$ cat src/sv/lres_pkg.sv
package lres_pkg;

    // Parse stack geometry.
    localparam int STACK_DEPTH = 32;
    localparam int SP_W        = $clog2(STACK_DEPTH);

    typedef logic [SP_W-1:0] sp_t;
    typedef logic [4:0]      lr_state_t;

    // Lookahead classes, one bit each so that table entries can match a set.
    typedef logic [6:0] cls_t;
    localparam cls_t CLS_NONE  = 7'b000_0000;
    localparam cls_t CLS_EOS   = 7'b000_0001;
    localparam cls_t CLS_ADD   = 7'b000_0010;
    localparam cls_t CLS_MUL   = 7'b000_0100;
    localparam cls_t CLS_LP    = 7'b000_1000;
    localparam cls_t CLS_RP    = 7'b001_0000;
    localparam cls_t CLS_ALPHA = 7'b010_0000;
    localparam cls_t CLS_DIGIT = 7'b100_0000;
    localparam cls_t CLS_ENX   = CLS_EOS | CLS_ADD | CLS_RP;
    localparam cls_t CLS_TNX   = CLS_ENX | CLS_MUL;
    localparam cls_t CLS_ALNUM = CLS_ALPHA | CLS_DIGIT;

    // Verdict codes.
    localparam logic [1:0] VERDICT_PENDING  = 2'd0;
    localparam logic [1:0] VERDICT_ACCEPTED = 2'd1;
    localparam logic [1:0] VERDICT_REJECTED = 2'd2;

    typedef enum logic [2:0] {
        NT_E,
        NT_T,
        NT_F,
        NT_V,
        NT_N
    } nt_t;

    typedef enum logic [1:0] {
        ACT_NONE,
        ACT_SHIFT,
        ACT_ACCEPT,
        ACT_REDUCE
    } act_kind_t;

    typedef struct packed {
        act_kind_t kind;
        lr_state_t target;
        logic [1:0] pop;
        nt_t        lhs;
    } action_t;

    // Stack port bundle between the core and the stack memory.
    typedef struct packed {
        logic      wr_en;
        sp_t       wr_addr;
        lr_state_t wr_data;
        sp_t       rd_addr;
    } stack_req_t;

    // Microcode: one control word per step.
    typedef enum logic [2:0] {
        UOP_FETCH,
        UOP_ACTION,
        UOP_GOTO,
        UOP_ENDCHK,
        UOP_EMIT
    } uop_t;

    typedef logic [2:0] upc_t;

    localparam upc_t UPC_FETCH  = 3'd0;
    localparam upc_t UPC_ACTION = 3'd1;
    localparam upc_t UPC_GOTO   = 3'd2;
    localparam upc_t UPC_ENDCHK = 3'd3;
    localparam upc_t UPC_EMIT   = 3'd4;

    typedef struct packed {
        uop_t op;
        upc_t nxt;
        upc_t jmp;
    } uword_t;

    // The sequencer program. Each word names its plain successor and the
    // target of its conditional jump.
    function automatic uword_t ucode(input upc_t pc);
        uword_t w;
        case (pc)
            UPC_FETCH:  w = '{op: UOP_FETCH,  nxt: UPC_ACTION, jmp: UPC_ENDCHK};
            UPC_ACTION: w = '{op: UOP_ACTION, nxt: UPC_ENDCHK, jmp: UPC_GOTO};
            UPC_GOTO:   w = '{op: UOP_GOTO,   nxt: UPC_ACTION, jmp: UPC_ENDCHK};
            UPC_ENDCHK: w = '{op: UOP_ENDCHK, nxt: UPC_EMIT,   jmp: UPC_ACTION};
            UPC_EMIT:   w = '{op: UOP_EMIT,   nxt: UPC_FETCH,  jmp: UPC_EMIT};
            default:    w = '{op: UOP_FETCH,  nxt: UPC_FETCH,  jmp: UPC_FETCH};
        endcase
        return w;
    endfunction

    function automatic cls_t char_class(input logic [7:0] c);
        cls_t k;
        case (c) inside
            8'h24:          k = CLS_EOS;   // '$'
            8'h2B, 8'h2D:   k = CLS_ADD;   // '+' '-'
            8'h2A, 8'h2F:   k = CLS_MUL;   // '*' '/'
            8'h28:          k = CLS_LP;
            8'h29:          k = CLS_RP;
            [8'h61:8'h7A]:  k = CLS_ALPHA;
            [8'h30:8'h39]:  k = CLS_DIGIT;
            default:        k = CLS_NONE;
        endcase
        return k;
    endfunction

    function automatic action_t mk_shift(input lr_state_t s);
        action_t a;
        a = '{kind: ACT_SHIFT, target: s, pop: 2'd0, lhs: NT_E};
        return a;
    endfunction

    function automatic action_t mk_reduce(input logic [1:0] n, input nt_t nt);
        action_t a;
        a = '{kind: ACT_REDUCE, target: 5'd0, pop: n, lhs: nt};
        return a;
    endfunction

    // Action table: slots are tried in order, the first matching one wins.
    function automatic action_t action_lookup(input lr_state_t s, input cls_t c);
        action_t a;
        a = '{kind: ACT_NONE, target: 5'd0, pop: 2'd0, lhs: NT_E};
        case (s)
            5'd0, 5'd8, 5'd9, 5'd10: begin
                if ((c & CLS_ALPHA) != '0)      a = mk_shift(5'd6);
                else if ((c & CLS_DIGIT) != '0) a = mk_shift(5'd7);
                else if ((c & CLS_LP) != '0)    a = mk_shift(5'd8);
            end
            5'd1: begin
                if ((c & CLS_ADD) != '0)      a = mk_shift(5'd9);
                else if ((c & CLS_EOS) != '0) a.kind = ACT_ACCEPT;
            end
            5'd2: begin
                if ((c & CLS_MUL) != '0)      a = mk_shift(5'd10);
                else if ((c & CLS_ENX) != '0) a = mk_reduce(2'd1, NT_E);
            end
            5'd3: if ((c & CLS_TNX) != '0) a = mk_reduce(2'd1, NT_T);
            5'd4, 5'd5: if ((c & CLS_TNX) != '0) a = mk_reduce(2'd1, NT_F);
            5'd6: begin
                if ((c & CLS_ALNUM) != '0)    a = mk_shift(5'd6);
                else if ((c & CLS_TNX) != '0) a = mk_reduce(2'd1, NT_V);
            end
            5'd7: begin
                if ((c & CLS_DIGIT) != '0)    a = mk_shift(5'd7);
                else if ((c & CLS_TNX) != '0) a = mk_reduce(2'd1, NT_N);
            end
            5'd11: if ((c & CLS_TNX) != '0) a = mk_reduce(2'd2, NT_V);
            5'd12: if ((c & CLS_TNX) != '0) a = mk_reduce(2'd2, NT_N);
            5'd13: begin
                if ((c & CLS_RP) != '0)       a = mk_shift(5'd16);
                else if ((c & CLS_ADD) != '0) a = mk_shift(5'd9);
            end
            5'd14: begin
                if ((c & CLS_MUL) != '0)      a = mk_shift(5'd10);
                else if ((c & CLS_TNX) != '0) a = mk_reduce(2'd3, NT_T);
            end
            5'd15, 5'd16: if ((c & CLS_TNX) != '0) a = mk_reduce(2'd3, NT_F);
            default: ;
        endcase
        return a;
    endfunction

    // Goto table; zero means no entry.
    function automatic lr_state_t goto_lookup(input lr_state_t s, input nt_t nt);
        lr_state_t g;
        g = 5'd0;
        case (s)
            5'd0, 5'd8: begin
                case (nt)
                    NT_E:    g = (s == 5'd0) ? 5'd1 : 5'd13;
                    NT_T:    g = 5'd2;
                    NT_F:    g = 5'd3;
                    NT_V:    g = 5'd4;
                    NT_N:    g = 5'd5;
                    default: g = 5'd0;
                endcase
            end
            5'd6: if (nt == NT_V) g = 5'd11;
            5'd7: if (nt == NT_N) g = 5'd12;
            5'd9: begin
                case (nt)
                    NT_T:    g = 5'd14;
                    NT_F:    g = 5'd3;
                    NT_V:    g = 5'd4;
                    NT_N:    g = 5'd5;
                    default: g = 5'd0;
                endcase
            end
            5'd10: begin
                case (nt)
                    NT_F:    g = 5'd15;
                    NT_V:    g = 5'd4;
                    NT_N:    g = 5'd5;
                    default: g = 5'd0;
                endcase
            end
            default: ;
        endcase
        return g;
    endfunction

endpackage

$ cat src/sv/lres_stack.sv
module lres_stack (
    input  logic                  clk,
    input  lres_pkg::stack_req_t  req,
    output lres_pkg::lr_state_t   rd_data
);

    lres_pkg::lr_state_t mem [lres_pkg::STACK_DEPTH];
    lres_pkg::lr_state_t rd_data_reg;
    logic                rd_bottom_reg;

    always_ff @(posedge clk)
    begin
        if (req.wr_en)
        begin
            mem[req.wr_addr] <= req.wr_data;
        end
        rd_data_reg   <= mem[req.rd_addr];
        rd_bottom_reg <= (req.rd_addr == '0);
    end

    // The bottom entry is never written; a read of it always returns the start state.
    assign rd_data = rd_bottom_reg ? 5'd0 : rd_data_reg;

endmodule

$ cat src/sv/lr_expression_syntax_checker_core.sv
// A character runs through the microcode steps fetch, action, end check and emit; each reduce
// adds a goto step, as the popped state comes from a registered stack read. Once the sentence
// holds a verdict, a character skips from fetch to the end check. A last character also runs
// the implicit end marker through the action steps. The next character is taken only at fetch,
// after the last one is emitted, even while that result waits in the output register.
// Reset (rst_n low, asynchronous) empties the stack, clears the verdict and overflow flag.
module lr_expression_syntax_checker_core (
    input  logic       clk,
    input  logic       rst_n,
    input  logic [7:0] ch,
    input  logic       last,
    input  logic       in_valid,
    output logic       in_stall,
    output logic [1:0] verdict,
    output logic       done_res,
    output logic       overflow,
    output logic       out_valid,
    input  logic       out_stall
);

    // Sequencer and parser control state.
    lres_pkg::upc_t      upc_reg,  upc_next;
    lres_pkg::sp_t       sp_reg,   sp_next;
    lres_pkg::lr_state_t top_reg,  top_next;
    logic [1:0]          held_reg, held_next;
    logic                ovf_reg,  ovf_next;
    logic                eos_reg,  eos_next;
    logic                out_valid_reg, out_valid_next;

    // Payload registers of the current character and of the result.
    lres_pkg::cls_t cls_reg,  cls_next;
    logic           last_reg, last_next;
    lres_pkg::nt_t  lhs_reg,  lhs_next;
    logic [1:0]     verdict_reg,  verdict_next;
    logic           done_reg,     done_next;
    logic           ovf_out_reg,  ovf_out_next;

    lres_pkg::uword_t     uw;
    lres_pkg::action_t    act;
    lres_pkg::lr_state_t  stk_rd;
    lres_pkg::lr_state_t  gto;
    lres_pkg::stack_req_t stk_req;
    lres_pkg::sp_t        pop_n;

    lres_stack u_stack (
        .clk     (clk),
        .req     (stk_req),
        .rd_data (stk_rd)
    );

    always_ff @(posedge clk or negedge rst_n)
    begin
        if (!rst_n)
        begin
            upc_reg       <= lres_pkg::UPC_FETCH;
            sp_reg        <= '0;
            top_reg       <= '0;
            held_reg      <= lres_pkg::VERDICT_PENDING;
            ovf_reg       <= 1'b0;
            eos_reg       <= 1'b0;
            out_valid_reg <= 1'b0;
        end
        else
        begin
            upc_reg       <= upc_next;
            sp_reg        <= sp_next;
            top_reg       <= top_next;
            held_reg      <= held_next;
            ovf_reg       <= ovf_next;
            eos_reg       <= eos_next;
            out_valid_reg <= out_valid_next;
        end
    end

    always_ff @(posedge clk)
    begin
        cls_reg     <= cls_next;
        last_reg    <= last_next;
        lhs_reg     <= lhs_next;
        verdict_reg <= verdict_next;
        done_reg    <= done_next;
        ovf_out_reg <= ovf_out_next;
    end

    // The control word at the micro program counter picks the operation; the action
    // and goto tables are consulted with the cached top of stack and the popped state.
    always_comb
    begin
        uw    = lres_pkg::ucode(upc_reg);
        act   = lres_pkg::action_lookup(top_reg, cls_reg);
        gto   = lres_pkg::goto_lookup(stk_rd, lhs_reg);
        pop_n = lres_pkg::sp_t'(act.pop);

        upc_next       = upc_reg;
        sp_next        = sp_reg;
        top_next       = top_reg;
        held_next      = held_reg;
        ovf_next       = ovf_reg;
        eos_next       = eos_reg;
        cls_next       = cls_reg;
        last_next      = last_reg;
        lhs_next       = lhs_reg;
        verdict_next   = verdict_reg;
        done_next      = done_reg;
        ovf_out_next   = ovf_out_reg;
        out_valid_next = out_valid_reg && out_stall;

        stk_req.wr_en   = 1'b0;
        stk_req.wr_addr = sp_reg + 1'b1;
        stk_req.wr_data = act.target;
        stk_req.rd_addr = sp_reg;

        case (uw.op)
            lres_pkg::UOP_FETCH:
            begin
                if (in_valid)
                begin
                    cls_next  = lres_pkg::char_class(ch);
                    last_next = last;
                    eos_next  = 1'b0;
                    // A verdict already reached skips the parser for the rest of the sentence.
                    upc_next  = (held_reg != lres_pkg::VERDICT_PENDING) ? uw.jmp : uw.nxt;
                end
            end

            lres_pkg::UOP_ACTION:
            begin
                upc_next = uw.nxt;
                case (act.kind)
                    lres_pkg::ACT_NONE:
                    begin
                        held_next = lres_pkg::VERDICT_REJECTED;
                    end
                    lres_pkg::ACT_ACCEPT:
                    begin
                        held_next = lres_pkg::VERDICT_ACCEPTED;
                    end
                    lres_pkg::ACT_SHIFT:
                    begin
                        if (sp_reg == lres_pkg::sp_t'(lres_pkg::STACK_DEPTH - 1))
                        begin
                            ovf_next  = 1'b1;
                            held_next = lres_pkg::VERDICT_REJECTED;
                        end
                        else if (eos_reg)
                        begin
                            // Shifting the end marker can never finish the parse.
                            held_next = lres_pkg::VERDICT_REJECTED;
                        end
                        else
                        begin
                            stk_req.wr_en = 1'b1;
                            sp_next       = sp_reg + 1'b1;
                            top_next      = act.target;
                        end
                    end
                    lres_pkg::ACT_REDUCE:
                    begin
                        if (sp_reg < pop_n)
                        begin
                            held_next = lres_pkg::VERDICT_REJECTED;
                        end
                        else
                        begin
                            sp_next         = sp_reg - pop_n;
                            stk_req.rd_addr = sp_reg - pop_n;
                            lhs_next        = act.lhs;
                            upc_next        = uw.jmp;
                        end
                    end
                    default:
                    begin
                        held_next = lres_pkg::VERDICT_REJECTED;
                    end
                endcase
            end

            lres_pkg::UOP_GOTO:
            begin
                if (gto == '0)
                begin
                    held_next = lres_pkg::VERDICT_REJECTED;
                    upc_next  = uw.jmp;
                end
                else
                begin
                    stk_req.wr_en   = 1'b1;
                    stk_req.wr_data = gto;
                    sp_next         = sp_reg + 1'b1;
                    top_next        = gto;
                    upc_next        = uw.nxt;
                end
            end

            lres_pkg::UOP_ENDCHK:
            begin
                // After the last character, feed the implicit end marker once.
                if (last_reg && (held_reg == lres_pkg::VERDICT_PENDING) && !eos_reg)
                begin
                    cls_next = lres_pkg::CLS_EOS;
                    eos_next = 1'b1;
                    upc_next = uw.jmp;
                end
                else
                begin
                    upc_next = uw.nxt;
                end
            end

            lres_pkg::UOP_EMIT:
            begin
                if (!out_valid_reg || !out_stall)
                begin
                    out_valid_next = 1'b1;
                    verdict_next   = held_reg;
                    done_next      = last_reg;
                    ovf_out_next   = (held_reg == lres_pkg::VERDICT_REJECTED) && ovf_reg;
                    upc_next       = uw.nxt;
                    if (last_reg)
                    begin
                        // Sentence over: back to the start state for the next one.
                        sp_next   = '0;
                        top_next  = '0;
                        held_next = lres_pkg::VERDICT_PENDING;
                        ovf_next  = 1'b0;
                    end
                end
                else
                begin
                    upc_next = uw.jmp;
                end
            end

            default:
            begin
                upc_next = lres_pkg::UPC_FETCH;
            end
        endcase
    end

    assign in_stall  = (upc_reg != lres_pkg::UPC_FETCH);
    assign out_valid = out_valid_reg;
    assign verdict   = verdict_reg;
    assign done_res  = done_reg;
    assign overflow  = ovf_out_reg;

endmodule

$ cat config.mk
export PLATFORM = sky130hd
export DESIGN_NAME = lr_expression_syntax_checker_core
export DESIGN_NICKNAME = d
export VERILOG_FILES = /design/src/sv/lres_pkg.sv /design/src/sv/lres_stack.sv /design/src/sv/lr_expression_syntax_checker_core.sv
export SDC_FILE = /design/constraint.sdc
export NUM_CORES = 1
export LEC_CHECK = 0
export BUFFER_PORTS_ARGS = -buffer_cell sky130_fd_sc_hd__clkbuf_2
export CAP_MARGIN = 20
export CORE_UTILIZATION = 40
export DETAILED_ROUTE_END_ITERATION = 8
export GPL_ROUTABILITY_DRIVEN = 0
export PLACE_DENSITY = 0.52
export SETUP_SLACK_MARGIN = 0.5
export SLEW_MARGIN = 0
export SYNTH_ARGS = -nofsm -noshare
export SYNTH_HDL_FRONTEND = slang
export SYNTH_HIERARCHICAL = 1
export SYNTH_SLANG_ARGS = --single-unit
$ cat constraint.sdc
create_clock -name clk -period 8.2 [get_ports clk]
set_input_delay 2.05 -clock clk [delete_from_list [all_inputs] [get_ports clk]]
set_output_delay 2.05 -clock clk [all_outputs]
set_load 0.02 [all_outputs]
[Yosys cells after proc, flatten, opt, wreduce, memory -nomap -nowiden]
Memory sizes are Yosys's and may differ from the RTL's. A register that Yosys moved wholly into a read port is not among the register bits.
Cells that the tools add are included.
Storage, ports and cells
  latch bits: 0
  word-level logic and storage cells: 215
  input port bits: 13
  memories: 1
  register bits: 34
  memory bits (writable): 160
  memory bits (read-only): 0
Memories
  u_stack.mem: words 32, bits a word 5, read ports 1, clocked after Yosys merged registers in 1, wr ports 1, line lres_stack.sv:7  | lres_pkg::lr_state_t mem [lres_pkg::STACK_DEPTH];
Operators by class
  equality and inequality tests: 60
  bitwise operators: 1
  add/subtract/negate cells: 2
  multipliers: 0
  multiplexer cells: 91
  divide/modulo/power cells: 0
  reduce and logical (&&, ||, !) cells: 41
  shifts and indexed selects: 0
  $lt $le $gt $ge: 5
Operator list (count)
  two-way mux 12 bit: 14
  one-hot mux 12 bit (12 select lines): 1
  two-way mux 5 bit: 15
  two-way mux 7 bit: 9
  == test 8 x 6 -> 1 bit (second input constant): 7
  == test 5 x 4 -> 1 bit (second input constant): 11
  one-hot mux 9 bit (5 select lines): 1
  two-way mux 11 bit: 4
  one-hot mux 4 bit (5 select lines): 2
  == test 5 x 3 -> 1 bit (second input constant): 6
  one-hot mux 5 bit (3 select lines): 2
  two-way mux 3 bit: 7
  nonzero test 7 bit: 3
  logical NOT 5 bit: 4
  == test 3 x 2 -> 1 bit (second input constant): 6
  != test 2 bit (second input constant): 9
  two-way mux 2 bit: 8
  one-hot mux 4 bit (4 select lines): 1
  one-hot mux 3 bit (5 select lines): 1
  two-way mux 1 bit: 14
  one-hot mux 7 bit (2 select lines): 1
  AND reduction 7 bit: 2
  two-way mux 4 bit: 3
  one-hot mux 4 bit (3 select lines): 1
  37 further kinds: 68

[Longest topological paths before layout]
  depth after elaboration: 11
  gate-level depth with buffers: 21

[By module]
Netlist, hierarchy kept.
Modules (own cells, without submodules)
  lres_stack: cells an instance 333, times used 1, area each 6513.7 um^2
  lr_expression_syntax_checker_core: cells an instance 317, times used 1, area each 2761.4 um^2

[Least setup slack after synthesis]
OpenSTA, ideal clock, no wires.
  path kind: reg-to-reg
  from: reg cls_reg[2]
  to: reg u_stack.rd_data_reg[2], read port of u_stack.mem
  slack: 4333 ps
  required time: 8074 ps
  buffers on the path: 2
  arrival time: 3741 ps
  clock period less this slack: 3867 ps
  stages on the path, launching flop included: 18
  cells stage by stage: edfxtp_1 > and3b_1 > or3_1 > o31ai_2 > nand2_1 > ha_1 > a211oi_1 > nand2_1 > nand3_1 > inv_1 > a21oi_1 > a31oi_1 > clkbuf_1 > buf_2 > mux4_2 > a22o_1 > a211oi_1 > a21oi_1
RTL lines
  from (decl): line lr_expression_syntax_checker_core.sv:31  | lres_pkg::cls_t cls_reg, cls_next;
  from (signal assigned): line lr_expression_syntax_checker_core.sv:77  | cls_reg <= cls_next;
  to (decl): line lres_stack.sv:8  | lres_pkg::lr_state_t rd_data_reg;

==> impl_metrics.env <==
export IMPL_cp_slowest_stage_delay_ns=0.63
export IMPL_most_prevalent_standard_cell_on_the_critical_path="sky130_fd_sc_hd__nand2_1"
export IMPL_synth_cells=650
export IMPL_nFillCells=1987
export IMPL_floorplan_initialDensity_pct=40.8
export IMPL_max_freq_mhz=194
export IMPL_routed_len_inst_um=22.8
export IMPL_groute_usage_overall_pct=19.3
export IMPL_hpwl_um=14800
export IMPL_dr_first_iter_drc_count=481
export IMPL_h_tree_depth=4
export IMPL_power_per_unit_of_standard_cell_area_nw_per_um2=379
export IMPL_worst_setup_path_type="reg -> reg"
export IMPL_setup_tns_ns=0
export IMPL_synthesis_yosys_warnings=6
export IMPL_timing_clock_skew_ns=0.0145
export IMPL_clk_insertion_delay_late_ns=0.44
export IMPL_synth_nets=668
export IMPL_outcome="complete, no violations"
export IMPL_synth_async_reset_ratio_pct=9.05
export IMPL_vdd_ir_drop_max_mv=0.205
export IMPL_p_leak_nw=3.49
export IMPL_min_period_ns=5.16
export IMPL_post_synthesis_instance_area_um2=9280
export IMPL_drt_wl_total_um=21900
export IMPL_clk_transition_reported_paths_ns=0.08
export IMPL_cts_root_buffer_cell="sky130_fd_sc_hd__clkbuf_16"
export IMPL_timing_final_hold_violations=0
export IMPL_number_of_clock_buffers_inserted_by_tritoncts=17
export IMPL_clkSinkCount=199
export IMPL_floorplan_die_area_um2=23800
export IMPL_dr_total_vias=5772
export IMPL_timing_max_transition_violations_final=0
export IMPL_max_ffs_per_register=160
export IMPL_synth_ff_type="sky130_fd_sc_hd__edfxtp_1"
export IMPL_timing_critical_path_slowest_stage_cell="sky130_fd_sc_hd__mux4_1"
export IMPL_yosys_top_cells_count="175 x sky130_fd_sc_hd__edfxtp_1, 67 x sky130_fd_sc_hd__nor2_1, 26 x sky130_fd_sc_hd__nand2_1"
export IMPL_core_rowCount=55
export IMPL_crit_path_max_fanout=20
export IMPL_drtAntennaViolNets=0
export IMPL_drt_pre_antenna_iters=5
export IMPL_post_cts_setup_buffer_count=0
export IMPL_ys_types=76
export IMPL_power_total_w=0.00389
export IMPL_grt_max_degree=35
export IMPL_drcViolationCount=0
export IMPL_syn_mean_instance_area_um2=14.3
export IMPL_worst_slew_margin_rel_pct=30.4
export IMPL_critical_path_required_ns=8.50
export IMPL_chipHeight_um=154
export IMPL_worst_hold_path_type="reg -> reg"
export IMPL_cp_cell_sequence="and3b_1 -> or3_1 -> o31ai_2 -> nand2_1 -> ha_1 -> a211oi_1 -> nand2_1 -> nand3_1 -> nand2_1 -> o21ai_4 -> buf_4 -> mux4_1 -> a22o_1 -> a211oi_1 -> a21oi_1"
export IMPL_timing_critical_path_from_type="register"
export IMPL_post_synth_top_count_cell="sky130_fd_sc_hd__edfxtp_1"
export IMPL_post_route_cells_drive_above_1_share_pct=16.5
export IMPL_placeableCoreArea_um2=22700
export IMPL_cts_repair_resized=0
export IMPL_final_period_utilization_pct=62.9
export IMPL_final_net_count=679
export IMPL_synth_seq_area_share_pct=62.8
export IMPL_cp_data_arrival_time_ns=5.46
export IMPL_wire_length_of_the_first_global_routing_pass_um=34200
export IMPL_yosys_top_cells_area="sky130_fd_sc_hd__edfxtp_1 57%, sky130_fd_sc_hd__mux4_2 5.6%, sky130_fd_sc_hd__dfrtp_1 4.9%"
export IMPL_timing_final_setup_violations=0
export IMPL_global_route_overflow_total=0
export IMPL_flow_area_growth_from_synthesis_pct=10.6
export IMPL_route_detailed_vias_per_inst=6.02
export IMPL_synth_top_cell_by_area="sky130_fd_sc_hd__edfxtp_1"
export IMPL_antenna_found_initial=0
export IMPL_worst_hold_slack_ns=0.538
export IMPL_via_count_of_the_first_global_routing_pass=5785
export IMPL_synth_top_cell_area_share_pct=56.7
export IMPL_design_portCount=19
export IMPL_antennaDiodeCount=0
export IMPL_max_cap_violations=0
export IMPL_postCtsHoldBufs=0
export IMPL_die_width_um=154
export IMPL_worst_pin_slew_ns=1.04
export IMPL_cts_path_max_buffers=2
export IMPL_unrepaired_setup_endpoints_after_global_routing="no"
export IMPL_clock_tree_from_tritoncts="built"
export IMPL_synth_ff_latch_count=199
export IMPL_final_core_utilization_pct=45.2
export IMPL_synth_enable_flop_cells=175
export IMPL_port_buffer_count=18
export IMPL_end_kind="register"
power breakdown:
| part | leakage [nW] | switching [W] | internal, W |
|---|---|---|---|
| logic | 1.25 | 0.000986 | 0.000591 |
| clock network | 0.292 | 0.000416 | 0.000441 |
| registers | 1.94 | 0.000123 | 0.00133 |
| total | 3.49 | 0.00152 | 0.00236 |
worst paths after layout:
kind | startpoint | end | slack (ns) | cells after the start
max | top_reg[0]$_DFFE_PN0P_ | u_stack/rd_data_reg[1]$_DFF_P_ | 3.04 | 15
max reg2reg | top_reg[0]$_DFFE_PN0P_ | u_stack/rd_data_reg[1]$_DFF_P_ | 3.04 | 15
min in group asynchronous | rst_n | top_reg[0]$_DFFE_PN0P_ | 1.57 | 1
min reg2reg | held_reg[0]$_DFFE_PN0P_ | verdict[0]$_DFFE_PP_ | 0.54 | 0
min | held_reg[0]$_DFFE_PN0P_ | verdict[0]$_DFFE_PP_ | 0.54 | 0
max in group asynchronous | rst_n | sp_reg[3]$_DFFE_PN0P_ | 6.26 | 1
per-stage QoR:
stage	setup WS [ns]	std cells	area [µm²]
final	3.04	959	10300
after global routing	2.64	959	10300
after CTS	3.08	959	10300
after detailed placement	3.12	927	9650
after global placement	3.29	927	9650
after floorplan	4.33	650	9280
cell type report:
class	count	area [µm²]	share of cell area (%)
inverter	15	56.3	0.549
tap	285	357	3.48
sequential	199	5830	56.8
timing repair buffer	26	150	1.46
clock buffer	18	429	4.18
clock inverter	14	180	1.76
multi-input combinational	402	3260	31.8
kinds of logic after synthesis:
family | Yosys count | share of synthesized area, %
flip-flops | 199 | 62.8
adder cells (fa/ha/maj) | 6 | 0.863
XOR/XNOR | 6 | 0.567
multiplexers | 61 | 11.2
AO/OA/AOI/OAI | 123 | 10.0
buffers and inverters | 49 | 2.55
AND/OR/NAND/NOR | 206 | 12.0
worst max-delay path, delay by kind of cell (launching register included):
kind / cells / cell delay, ns
adders and majority gates: 1 / 0.29
AOI/OAI and AO/OA: 6 / 1.56
DFF: 1 / 0.60
and+or+nand+nor: 6 / 1.46
muxes: 1 / 0.63
buffers and inverters: 1 / 0.46
per-layer routing:
layer / part of all wire, % / vias to the layer above / global-route usage (%)
li1: - / 2605 / -
met1: 46 / 2961 / 26.2
met4: 2.0 / 0 / 6.69
met5: 0 / - / 0
met2: 47 / 175 / 30.7
met3: 4.8 / 31 / 4.40
cells in the final DEF, fill, tap and decap left out, drive strengths merged, types with 7 or more instances in the layout:
cell type	Yosys	final
nor2	67	67
edfxtp	175	175
nand3	16	16
a21oi	20	20
nor2b	15	15
clkbuf	17	36
or3	8	8
a22oi	8	8
inv	15	21
dfrtp	18	18
a211oi	9	9
mux2i	23	23
nand2	26	26
mux4	30	30
and3	7	7
nor3	12	12
o21ai	23	23
nand3b	8	8
mux2	8	8
o31ai	8	8
nand2b	9	9
a31oi	7	7
o22ai	10	10
buf	17	8
No activity file was read; power rests on OpenSTA's default activity.
